--- src/hdl/cre_pkg.sv ---
// Shared types and constants for the CORDIC rotation engine.
// No dependencies; every other file in hdl/ imports this package.
`timescale 1ns / 1ps

package cre_pkg;

  localparam int unsigned DATA_W  = 32;
  localparam int unsigned INDEX_W = 5;

  // Request kinds on the input channel
  typedef enum logic {
    ACT_LOAD   = 1'b0,
    ACT_ROTATE = 1'b1
  } action_t;

  // Payload carried by every pipeline stage. A load request rides in the
  // same slot: its angle value travels in z and its entry number in index.
  typedef struct packed {
    logic                      rotate;
    logic [INDEX_W-1:0]        index;
    logic signed [DATA_W-1:0]  x;
    logic signed [DATA_W-1:0]  y;
    logic signed [DATA_W-1:0]  z;
  } stage_t;

endpackage

--- src/hdl/cre_stage.sv ---
// One CORDIC micro-rotation stage with its own angle table entry.
// Depends on cre_pkg for stage_t and the data widths.
`timescale 1ns / 1ps

module cre_stage import cre_pkg::*; #(
  parameter int unsigned SHIFT = 0
) (
  input  logic   clk,
  input  logic   rst_n,
  input  logic   en,
  input  logic   d_valid,
  input  stage_t d,
  output logic   q_valid,
  output stage_t q
);

  logic signed [DATA_W-1:0] angle_r;
  logic signed [DATA_W-1:0] xs;
  logic signed [DATA_W-1:0] ys;
  logic                     z_neg;
  stage_t                   q_nxt;
  logic                     q_valid_r;
  stage_t                   q_r;

  // Store the angle when a load request for this entry passes through
  always_ff @(posedge clk) begin
    if (en && d_valid && !d.rotate && (d.index == INDEX_W'(SHIFT))) begin
      angle_r <= d.z;
    end
  end

  // Rotate toward zero residual angle; loads pass through untouched
  always_comb begin
    xs    = $signed(d.x) >>> SHIFT;
    ys    = $signed(d.y) >>> SHIFT;
    z_neg = d.z[DATA_W-1];
    q_nxt = d;
    if (d.rotate) begin
      if (z_neg) begin
        q_nxt.x = d.x + ys;
        q_nxt.y = d.y - xs;
        q_nxt.z = d.z + angle_r;
      end else begin
        q_nxt.x = d.x - ys;
        q_nxt.y = d.y + xs;
        q_nxt.z = d.z - angle_r;
      end
    end
  end

  // Advance the valid bit; hold on stall
  always_ff @(posedge clk) begin
    if (!rst_n) begin
      q_valid_r <= 1'b0;
    end else if (en) begin
      q_valid_r <= d_valid;
    end
  end

  // Advance the payload; hold on stall
  always_ff @(posedge clk) begin
    if (en) begin
      q_r <= q_nxt;
    end
  end

  assign q_valid = q_valid_r;
  assign q       = q_r;

endmodule
--- config.mk ---
export PLATFORM = sky130hd
export DESIGN_NAME = cre_stage
export DESIGN_NICKNAME = d
export VERILOG_FILES = /design/src/hdl/cre_pkg.sv /design/src/hdl/cre_stage.sv
export SDC_FILE = /design/constraint.sdc
export NUM_CORES = 1
export LEC_CHECK = 0
export BUFFER_PORTS_ARGS = -buffer_cell sky130_fd_sc_hd__buf_2
export CORE_MARGIN = 3
export CORE_UTILIZATION = 59
export CTS_CLUSTER_SIZE = 28
export DETAILED_ROUTE_END_ITERATION = 7
export PLACE_DENSITY = 0.83
export SETUP_SLACK_MARGIN = 0.1
export SYNTH_ARGS = -nofsm -noshare
export SYNTH_HDL_FRONTEND = slang
export SYNTH_SLANG_ARGS = --single-unit
export TNS_END_PERCENT = 30
--- constraint.sdc ---
create_clock -name clk -period 6.1 [get_ports clk]
set_input_delay 0.305 -clock clk [delete_from_list [all_inputs] [get_ports clk]]
set_output_delay 0.305 -clock clk [all_outputs]
set_load 0.02 [all_outputs]
# Yosys cells after proc, flatten, opt, wreduce, memory -nomap -nowiden
# Cells that the tools add are included.
[word_totals]
regBits = 135
in_bits = 106
word_cells = 19
[classes]
n_addsub = 5
muxes = 2
n_reduce_logical = 5
[op_table]
columns = ["operator", "n"]
rows = [
  ["two-way mux 96 bit", 2],
  ["subtractor 32 bit", 3],
  ["adder 32 bit", 2],
  ["logical NOT 5 bit", 1],
  ["logical AND 1 bit", 3],
  ["logical NOT 1 bit", 1],
]

# Longest topological paths before layout
# Gate-level depths: netlist of run 1.
[logic_depth]
ltp_word = 3
ltp_mapped = 20

# Least setup slack after synthesis of run 1
# Ideal clock, no wire load.
[synth_timing]
path_type = "input to register"
start = "input port d[101] (netlist bit)"
end = "register angle_r[0] (enable)"
setup_time_ns = 0.505
t_arrival_ns = 4.005
path_slack_ns = 1.591
cell_stages = 4
n_path_buf = 3
path_cell_list = "clkbuf_1 -> clkbuf_1 -> clkbuf_1 -> nor4_1"
[synth_between]
elab_chain_len = 3
[synth_rtl]
columns = ["item", "line_no", "source"]
rows = [
  ["from (decl)", "cre_stage.sv:12", "input stage_t d,"],
  ["logical NOT 1 bit", "cre_stage.sv:27", "if (en && d_valid && !d.rotate && (d.index == INDEX_W'(SHIFT))) begin"],
  ["logical AND 1 bit (2 in a row)", "cre_stage.sv:27", ""],
  ["to (signal assigned)", "cre_stage.sv:28", "angle_r <= d.z;"],
  ["to (decl)", "cre_stage.sv:17", "logic signed [DATA_W-1:0] angle_r;"],
]
# No other way between the ends.
# A chain may end at the register's enable or synchronous reset.

==> flow_summary.json, run 1 <==
{
  "synth_area_leaders": "edfxtp_1 (31%), ha_1 (13%), a21oi_1 (7.5%)",
  "synth_most_common_cell": "a21oi_1",
  "synthToLayoutAreaGrowth_pct": 13.62,
  "die-height_um": 153.8,
  "yosys.area.top_type": "edfxtp_1",
  "fin_tns_setup_ns": 0,
  "grt_pass1_vias": 11690,
  "finalMaxSlewViolations": 0,
  "cp-end-kind": "flop",
  "utilization_pct": 69.02,
  "r2r-start": "angle_r[3]$_DFFE_PP_",
  "p_comb_share_pct": 34.2,
  "finalWirelength_um": 36930,
  "ys_seq_area_share_pct": 31.37,
  "max_freq_mhz": 223.4,
  "hold_ws_ns": 0.05055,
  "synth.distinct_cells": 89,
  "synth_area_sq_um": 12890,
  "cts-root-buf": "clkbuf_16",
  "grt_pass1_wl_um": 59310,
  "grt_max_degree": 73,
  "cp_max_fo": 7,
  "ir_worst_vdd_mv": 0.1815,
  "worst-r2r-setup-slack_ns": 1.62,
  "fin_crit_ns": 4.476,
  "drc": 0,
  "p_switching_w": 0.001193,
  "clkSinkCount": 135,
  "rr_endpoint": "q[28]$_DFFE_PP_",
  "cp-start-kind": "flop",
  "drt_iter0_drc": 968,
  "htree_levels": 4,
  "wl_per_cell_um": 19.00,
  "drtAntennaViolNets": 0,
  "synthesis.nets": 1731,
  "postCtsSetupRepairBufs": 0,
  "ys_ff_latch": 135,
  "setup_violations": 0,
  "clkLatencyLatePin_ns": 0.44,
  "cts_tree": "done",
  "min_path_type": "primary input to flop",
  "antenna_found_initial": 1,
  "p_seq_share_pct": 33.9,
  "reg2reg_depth": 17,
  "synth_edf_count": 134,
  "dpl.hpwl_um": 27610,
  "cp_data_required_time_ns": 6.30,
  "status": "finished clean",
  "synth_top_flop_cell": "edfxtp_1",
  "maxSlewHeadroom_pct": 36.16,
  "power_leakage_nw": 6.438,
  "drive_gt1_share_pct": 18.07,
  "die-area_sq_um": 23660,
  "setup.worst_path.class": "flop to flop",
  "rows": 53,
  "switching_share_pct": 34.97,
  "synth_area_per_cell_sq_um": 8.658,
  "rsz0062_at_grt": "false",
  "final_area_sq_um": 14650,
  "finalNetCount": 1895,
  "place_area_sq_um": 14040,
  "syn_inst": 1489,
  "routed-via-count": 11990,
  "p_total_w": 0.003412,
  "io_buffer_count": 208,
  "cts_hold_buf": 0,
  "initial_core_util_pct": 60.75,
  "crit_start": "angle_r[3]$_DFFE_PP_",
  "finClkSkew_ns": 0.006609,
  "synth_common_cells": "a21oi_1 (192), nor2_1 (157), edfxtp_1 (134), ha_1 (132), inv_1 (111)",
  "place_congestion": 0.9885,
  "firstDrtPassIters": 5,
  "core_region_area_sq_um": 21220,
  "worst_pin_slew_ns": 0.9576,
  "cts_inserted_buffers": 17,
  "clkPwrFrac_pct": 31.9,
  "synth_warnings": 0,
  "synthArstFlopShare_pct": 0,
  "maxCapViolCount": 0,
  "post_cts_resized": 0,
  "vias_per_cell": 6.172,
  "hold_violations": 0,
  "power_density_nw_per_um2": 232.9,
  "crit_end": "q[28]$_DFFE_PP_",
  "grtUsageTotal_pct": 30.70,
  "period_share_pct": 73.38,
  "dieWidth_um": 153.8,
  "clk_pin_slew_ns": 0.07,
  "cts_buffer_depth": 2,
  "overflow": 0,
  "num_io_pins": 209,
  "synth_top_area_share_pct": 31.21,
  "p_int_w": 0.002219,
  "cp.arrival_ns": 4.67
}
-- critical path: stages, from the launching register on --
cell and delay (ns):
edfxtp_1 0.46, nor4_1 0.38, nand2b_1 0.17, nor3b_2 0.37
nand2_1 0.19, nor3_1 0.43, nor2_1 0.11, xor2_1 0.18
ha_1 0.38, a21o_1 0.19, a21o_1 0.17, a21o_1 0.18
a21o_1 0.17, a21oi_1 0.13, o31ai_1 0.12, a21boi_0 0.25
xnor2_1 0.09, mux2_2 0.27
-- through the flow --
step / instances / worst slack (ns)
after CTS: 1941 / 1.679
after floorplan: 1489 / 1.591
after global routing: 1942 / 1.289
after global placement: 1909 / 1.833
final: 1943 / 1.624
after detailed placement: 1909 / 1.703
-- power groups by stage --
stage          Combinational, W  Sequential, W  Clock (W)
2_1_floorplan          0.000705        0.00128          0
3_3_place_gp            0.00112        0.00117          0
3_5_place_dp            0.00114        0.00117          0
4_1_cts                 0.00115        0.00116    0.00110
5_1_grt                 0.00127        0.00116    0.00114
6_report                0.00117        0.00116    0.00109
-- flip-flops by register name, indices dropped and copies added (netlist names) --
name / cells
q: 102
q_valid: 1
angle_r: 32
-- cell type report --
class	count	area (sq um)
Sequential cell	135	4044
Inverter	116	435.4
Multi-Input combinational cell	1168	8113
Timing Repair Buffer	215	1101
Tap cell	275	344.1
Fill cell	1710	6574
Clock inverter	13	171.4
Antenna cell	2	5.005
Clock buffer	19	432.9
-- routing by layer --
| layer | GRT usage, % | up-vias | wire, um | part of all wire, % |
|---|---|---|---|---|
| li1 | - | 5690 | - | - |
| met1 | 39.36 | 5634 | 14840 | 40 |
| met2 | 53.08 | 589 | 18030 | 49 |
| met3 | 4.954 | 80 | 3028 | 8.2 |
| met4 | 10.18 | 0 | 1030 | 2.8 |
| met5 | 0 | - | 0 | 0 |
-- logic make-up (layout without fill, tap and decap cells) --
kind of cell	after synthesis	count (layout)	synth area share, %
and+or+nand+nor	393	393	14.48
muxes	42	42	3.514
buffers and inverters	186	363	5.746
other	0	2	0
xor gates and xnor gates	118	118	8.017
adders and majority gates	136	136	13.43
AOI/OAI and AO/OA	479	479	23.44
DFF	135	135	31.37
-- worst min path at each step --
stage                                    start                   end  slack (ns)  depth (start not counted)
final                                    d[99]       q[99]$_DFFE_PP_        0.05                          1
after global routing                     d[96]       q[96]$_DFFE_PP_        0.04                          1
after CTS                                d[99]       q[99]$_DFFE_PP_        0.03                          1
after detailed placement  q_valid$_SDFFE_PN0P_  q_valid$_SDFFE_PN0P_        0.48                          2
after global placement    q_valid$_SDFFE_PN0P_  q_valid$_SDFFE_PN0P_        0.47                          2
after floorplan                           d[0]  angle_r[0]$_DFFE_PP_        0.40                          0
-- placed cells by master, fill, tap and decap left out, drive strengths merged, types with 18 or more instances in the layout --
cell	n
a31oi	21
nand2b	18
ha	132
xnor2	77
mux2	26
nand3	25
nand2	81
a21oi	192
inv	116
nor2	157
nor3	26
o21bai	24
xor2	41
a21o	46
buf	215
clkbuf	19
o21ai	92
edfxtp	134
No activity file was read; power rests on OpenSTA's default activity.
==> run 2, diff against run 1 <==
--- a/config.mk
+++ b/config.mk
@@ -5,12 +5,13 @@
 export SDC_FILE = /design/constraint.sdc
 export NUM_CORES = 1
 export LEC_CHECK = 0
+export ABC_AREA = 1
 export BUFFER_PORTS_ARGS = -buffer_cell sky130_fd_sc_hd__buf_2
 export CORE_MARGIN = 3
-export CORE_UTILIZATION = 59
+export CORE_UTILIZATION = 54
 export CTS_CLUSTER_SIZE = 28
 export DETAILED_ROUTE_END_ITERATION = 7
-export PLACE_DENSITY = 0.83
+export PLACE_DENSITY = 0.78
 export SETUP_SLACK_MARGIN = 0.1
 export SYNTH_ARGS = -nofsm -noshare
 export SYNTH_HDL_FRONTEND = slang
==> constraint.sdc (replaced) <==
create_clock -name clk -period 4 [get_ports clk]
set_input_delay 0.2 -clock clk [delete_from_list [all_inputs] [get_ports clk]]
set_output_delay 0.2 -clock clk [all_outputs]
set_load 0.02 [all_outputs]
==> run 2 against run 1 <==
Compared with the run above: register-to-register slack got worse by 1.2 ns; design area increased by 20%; routed wire length increased by 52%; first-iteration DRC count increased by 60%; clock power rose by 50%; sequential share of layout area fell by 4.6 points; highest routed layer is now met5; critical endpoint unchanged; combinational power rose by 80%; synthesized cell count increased by 64%; synthesized area is 20% higher; setup slack worse by 1.2 ns; utilization down 6.4 points; power increased by 61%.
==> flow_summary.json, run 2 <==
{
  "status": "finished clean",
  "cpMaxStageDelayCell": "a21oi_1",
  "largest_reg_flops": 102,
  "initial_core_util_pct": 55.26,
  "cts_buffer_depth": 2,
  "place_congestion": 1.010,
  "grtUsageTotal_pct": 35.34,
  "maxSlewHeadroom_pct": 29.39,
  "worst-r2r-setup-slack_ns": 0.41,
  "hold_ws_ns": 0.01438,
  "synthArstFlopShare_pct": 0,
  "synth_warnings": 0,
  "clk_pin_slew_ns": 0.07,
  "dieWidth_um": 175.5,
  "synth_area_sq_um": 15520,
  "reg2reg_depth": 15,
  "cp_common_cell": "nor2_1",
  "io_buffer_count": 208,
  "period_share_pct": 89.81,
  "utilization_pct": 62.63,
  "cp.arrival_ns": 3.80,
  "firstDrtPassIters": 6,
  "rsz0062_at_grt": "false",
  "maxCapViolCount": 0,
  "synth_top_family_by_area": "simple AND/OR/NAND/NOR gates",
  "worst_pin_slew_ns": 1.059,
  "synthToLayoutAreaGrowth_pct": 13.33,
  "drive_gt1_share_pct": 12.98,
  "synthMuxAreaShare_pct": 0,
  "crit_family": "compound AO/OA/AOI/OAI gates",
  "drtAntennaViolNets": 0,
  "hold_violations": 0,
  "postCtsSetupRepairBufs": 0,
  "final_cell_mix": "nand2_1 (875), inv_1 (390), buf_2 (206)",
  "synth_edf_count": 134,
  "die-height_um": 175.5,
  "cts_inserted_buffers": 17,
  "antenna_found_initial": 2,
  "cp-end-kind": "flop",
  "core_region_area_sq_um": 28090,
  "synth_common_cells": "nand2_1 (875), inv_1 (391), nand3_1 (197), nor2_1 (154), edfxtp_1 (134)",
  "synthesis.nets": 2680,
  "fill_cells": 2701,
  "hold_depth": 2,
  "num_io_pins": 209,
  "cp-start-kind": "flop",
  "finalMaxSlewViolations": 0,
  "grt_max_degree": 87,
  "worst_slack_ns": 0.4077,
  "grt_pass1_wl_um": 85060,
  "htree_levels": 4,
  "clkLatencyLatePin_ns": 0.45,
  "synth_area_per_cell_sq_um": 6.366,
  "vias_per_cell": 5.471,
  "overflow": 0,
  "fin_tns_setup_ns": 0,
  "yosys.area.top_type": "edfxtp_1",
  "worst-path-buf-inv": 0,
  "setup.worst_path.class": "flop to flop",
  "synth_area_leaders": "edfxtp_1 (26%), nand2_1 (21%), ha_1 (11%)",
  "synth-simple-area-share_pct": 36.43,
  "drt_iter0_drc": 1552,
  "synth_fa_ha_area_share_pct": 11.16,
  "routed-via-count": 16570,
  "ys_ff_latch": 135,
  "min_path_type": "primary input to flop",
  "die-area_sq_um": 30810,
  "synth.distinct_cells": 50,
  "final_common_cell": "nand2_1",
  "power_leakage_nw": 9.373,
  "clkSinkCount": 135,
  "finalNetCount": 2879,
  "cts-root-buf": "clkbuf_16",
  "cp_max_fo": 5,
  "whs_endpoint": "q_valid$_SDFFE_PN0P_",
  "place_area_sq_um": 16700,
  "cp_data_required_time_ns": 4.20,
  "ir_worst_vdd_mv": 0.2985,
  "power_density_nw_per_um2": 311.6,
  "finalWirelength_um": 55980,
  "cpPeakStageDelay_ns": 0.46,
  "synthXorXnorAreaFrac_pct": 3.724,
  "final_area_sq_um": 17590,
  "drc": 0,
  "syn_inst": 2438,
  "dpl.hpwl_um": 44220,
  "fin_crit_ns": 3.592,
  "synth_top_flop_cell": "edfxtp_1",
  "synth_compound_area_share_pct": 10.00,
  "finClkSkew_ns": 0.01354,
  "setup_violations": 0,
  "path_cells": "nor2_1, nand4_1, nor2_1, nand2_1, o21ai_0, xnor2_1, ha_1, a21oi_1, o21ai_0, a21oi_1, nor2_1, nor2_1, nand3_1, nand3_1, nand2_1",
  "cts_tree": "done",
  "min-delay-start": "rst_n",
  "r2r-start": "angle_r[0]$_DFFE_PP_",
  "wl_per_cell_um": 18.48,
  "rr_endpoint": "q[28]$_DFFE_PP_",
  "dp_slack_ns": 0.5377,
  "synth_most_common_cell": "nand2_1",
  "synth_top_area_share_pct": 25.93,
  "grt_pass1_vias": 15630,
  "ys_seq_area_share_pct": 26.05,
  "rows": 61,
  "max_freq_mhz": 278.4
}
run 2: area by class of cell:
| cell class | instances | area [sq um] | area share (%) |
|---|---|---|---|
| clock inverter | 13 | 133.9 | 0.7611 |
| tap | 378 | 473.0 | 2.689 |
| multi-input combinational | 1825 | 9538 | 54.22 |
| inverter | 411 | 1543 | 8.770 |
| clock buffer | 19 | 442.9 | 2.518 |
| antenna | 1 | 2.502 | 0.01423 |
| timing repair buffer | 247 | 1414 | 8.038 |
| sequential | 135 | 4044 | 22.99 |
run 2: power breakdown:
group          internal [W]  switching, W  leakage (nW)  total, W
Clock              0.000890      0.000745         0.274   0.00164
Sequential          0.00170     0.0000358          1.30   0.00174
Combinational      0.000650       0.00145          7.80   0.00211
run 2: worst max path at each step:
| stage | from | to | slack [ns] | cells after the start |
|---|---|---|---|---|
| 3_3_place_gp | angle_r[0]$_DFFE_PP_ | q[31]$_DFFE_PP_ | 0.60 | 20 |
| 2_1_floorplan | d[96] | angle_r[0]$_DFFE_PP_ | 1.05 | 2 |
| 6_report | angle_r[0]$_DFFE_PP_ | q[28]$_DFFE_PP_ | 0.41 | 15 |
| 3_5_place_dp | angle_r[0]$_DFFE_PP_ | q[30]$_DFFE_PP_ | 0.54 | 18 |
| 4_1_cts | angle_r[0]$_DFFE_PP_ | q[30]$_DFFE_PP_ | 0.53 | 18 |
| 5_1_grt | angle_r[0]$_DFFE_PP_ | q[30]$_DFFE_PP_ | 0.15 | 18 |
run 2: cells by family after synthesis:
kind of cell    count (synthesis)
xor+xnor                       66
simple gates                 1343
fa+ha+maj                     136
compound gates                280
buf+inv                       478
flops                         135
run 2: metal layers:
layer | up-vias | track usage, % | wire [um]
met5 | - | 0 | 11
met4 | 2 | 14.19 | 2268
met3 | 133 | 4.885 | 4386
met2 | 780 | 60.94 | 26540
met1 | 7553 | 44.73 | 22780
li1 | 8105 | - | -
run 2: worst reg2reg max path: cells and delay by family (launching register included):
kind            cells  cell delay [ns]
flops               1             0.41
compound gates      4             1.23
xor+xnor            1             0.17
fa+ha+maj           1             0.32
simple gates        9             1.22
run 2: through the flow:
step | power, W | cells
after floorplan | 0.003167 | 2438
after global placement | 0.003769 | 2966
after detailed placement | 0.003801 | 2966
after CTS | 0.005440 | 3027
after global routing | 0.005749 | 3028
final | 0.005481 | 3029
run 2: timing repair:
action,in CTS,in global routing
endpoints found under the setup margin,0,1
hold endpoints to repair,29,1
hold buffers,29,1
gates resized for setup,0,1
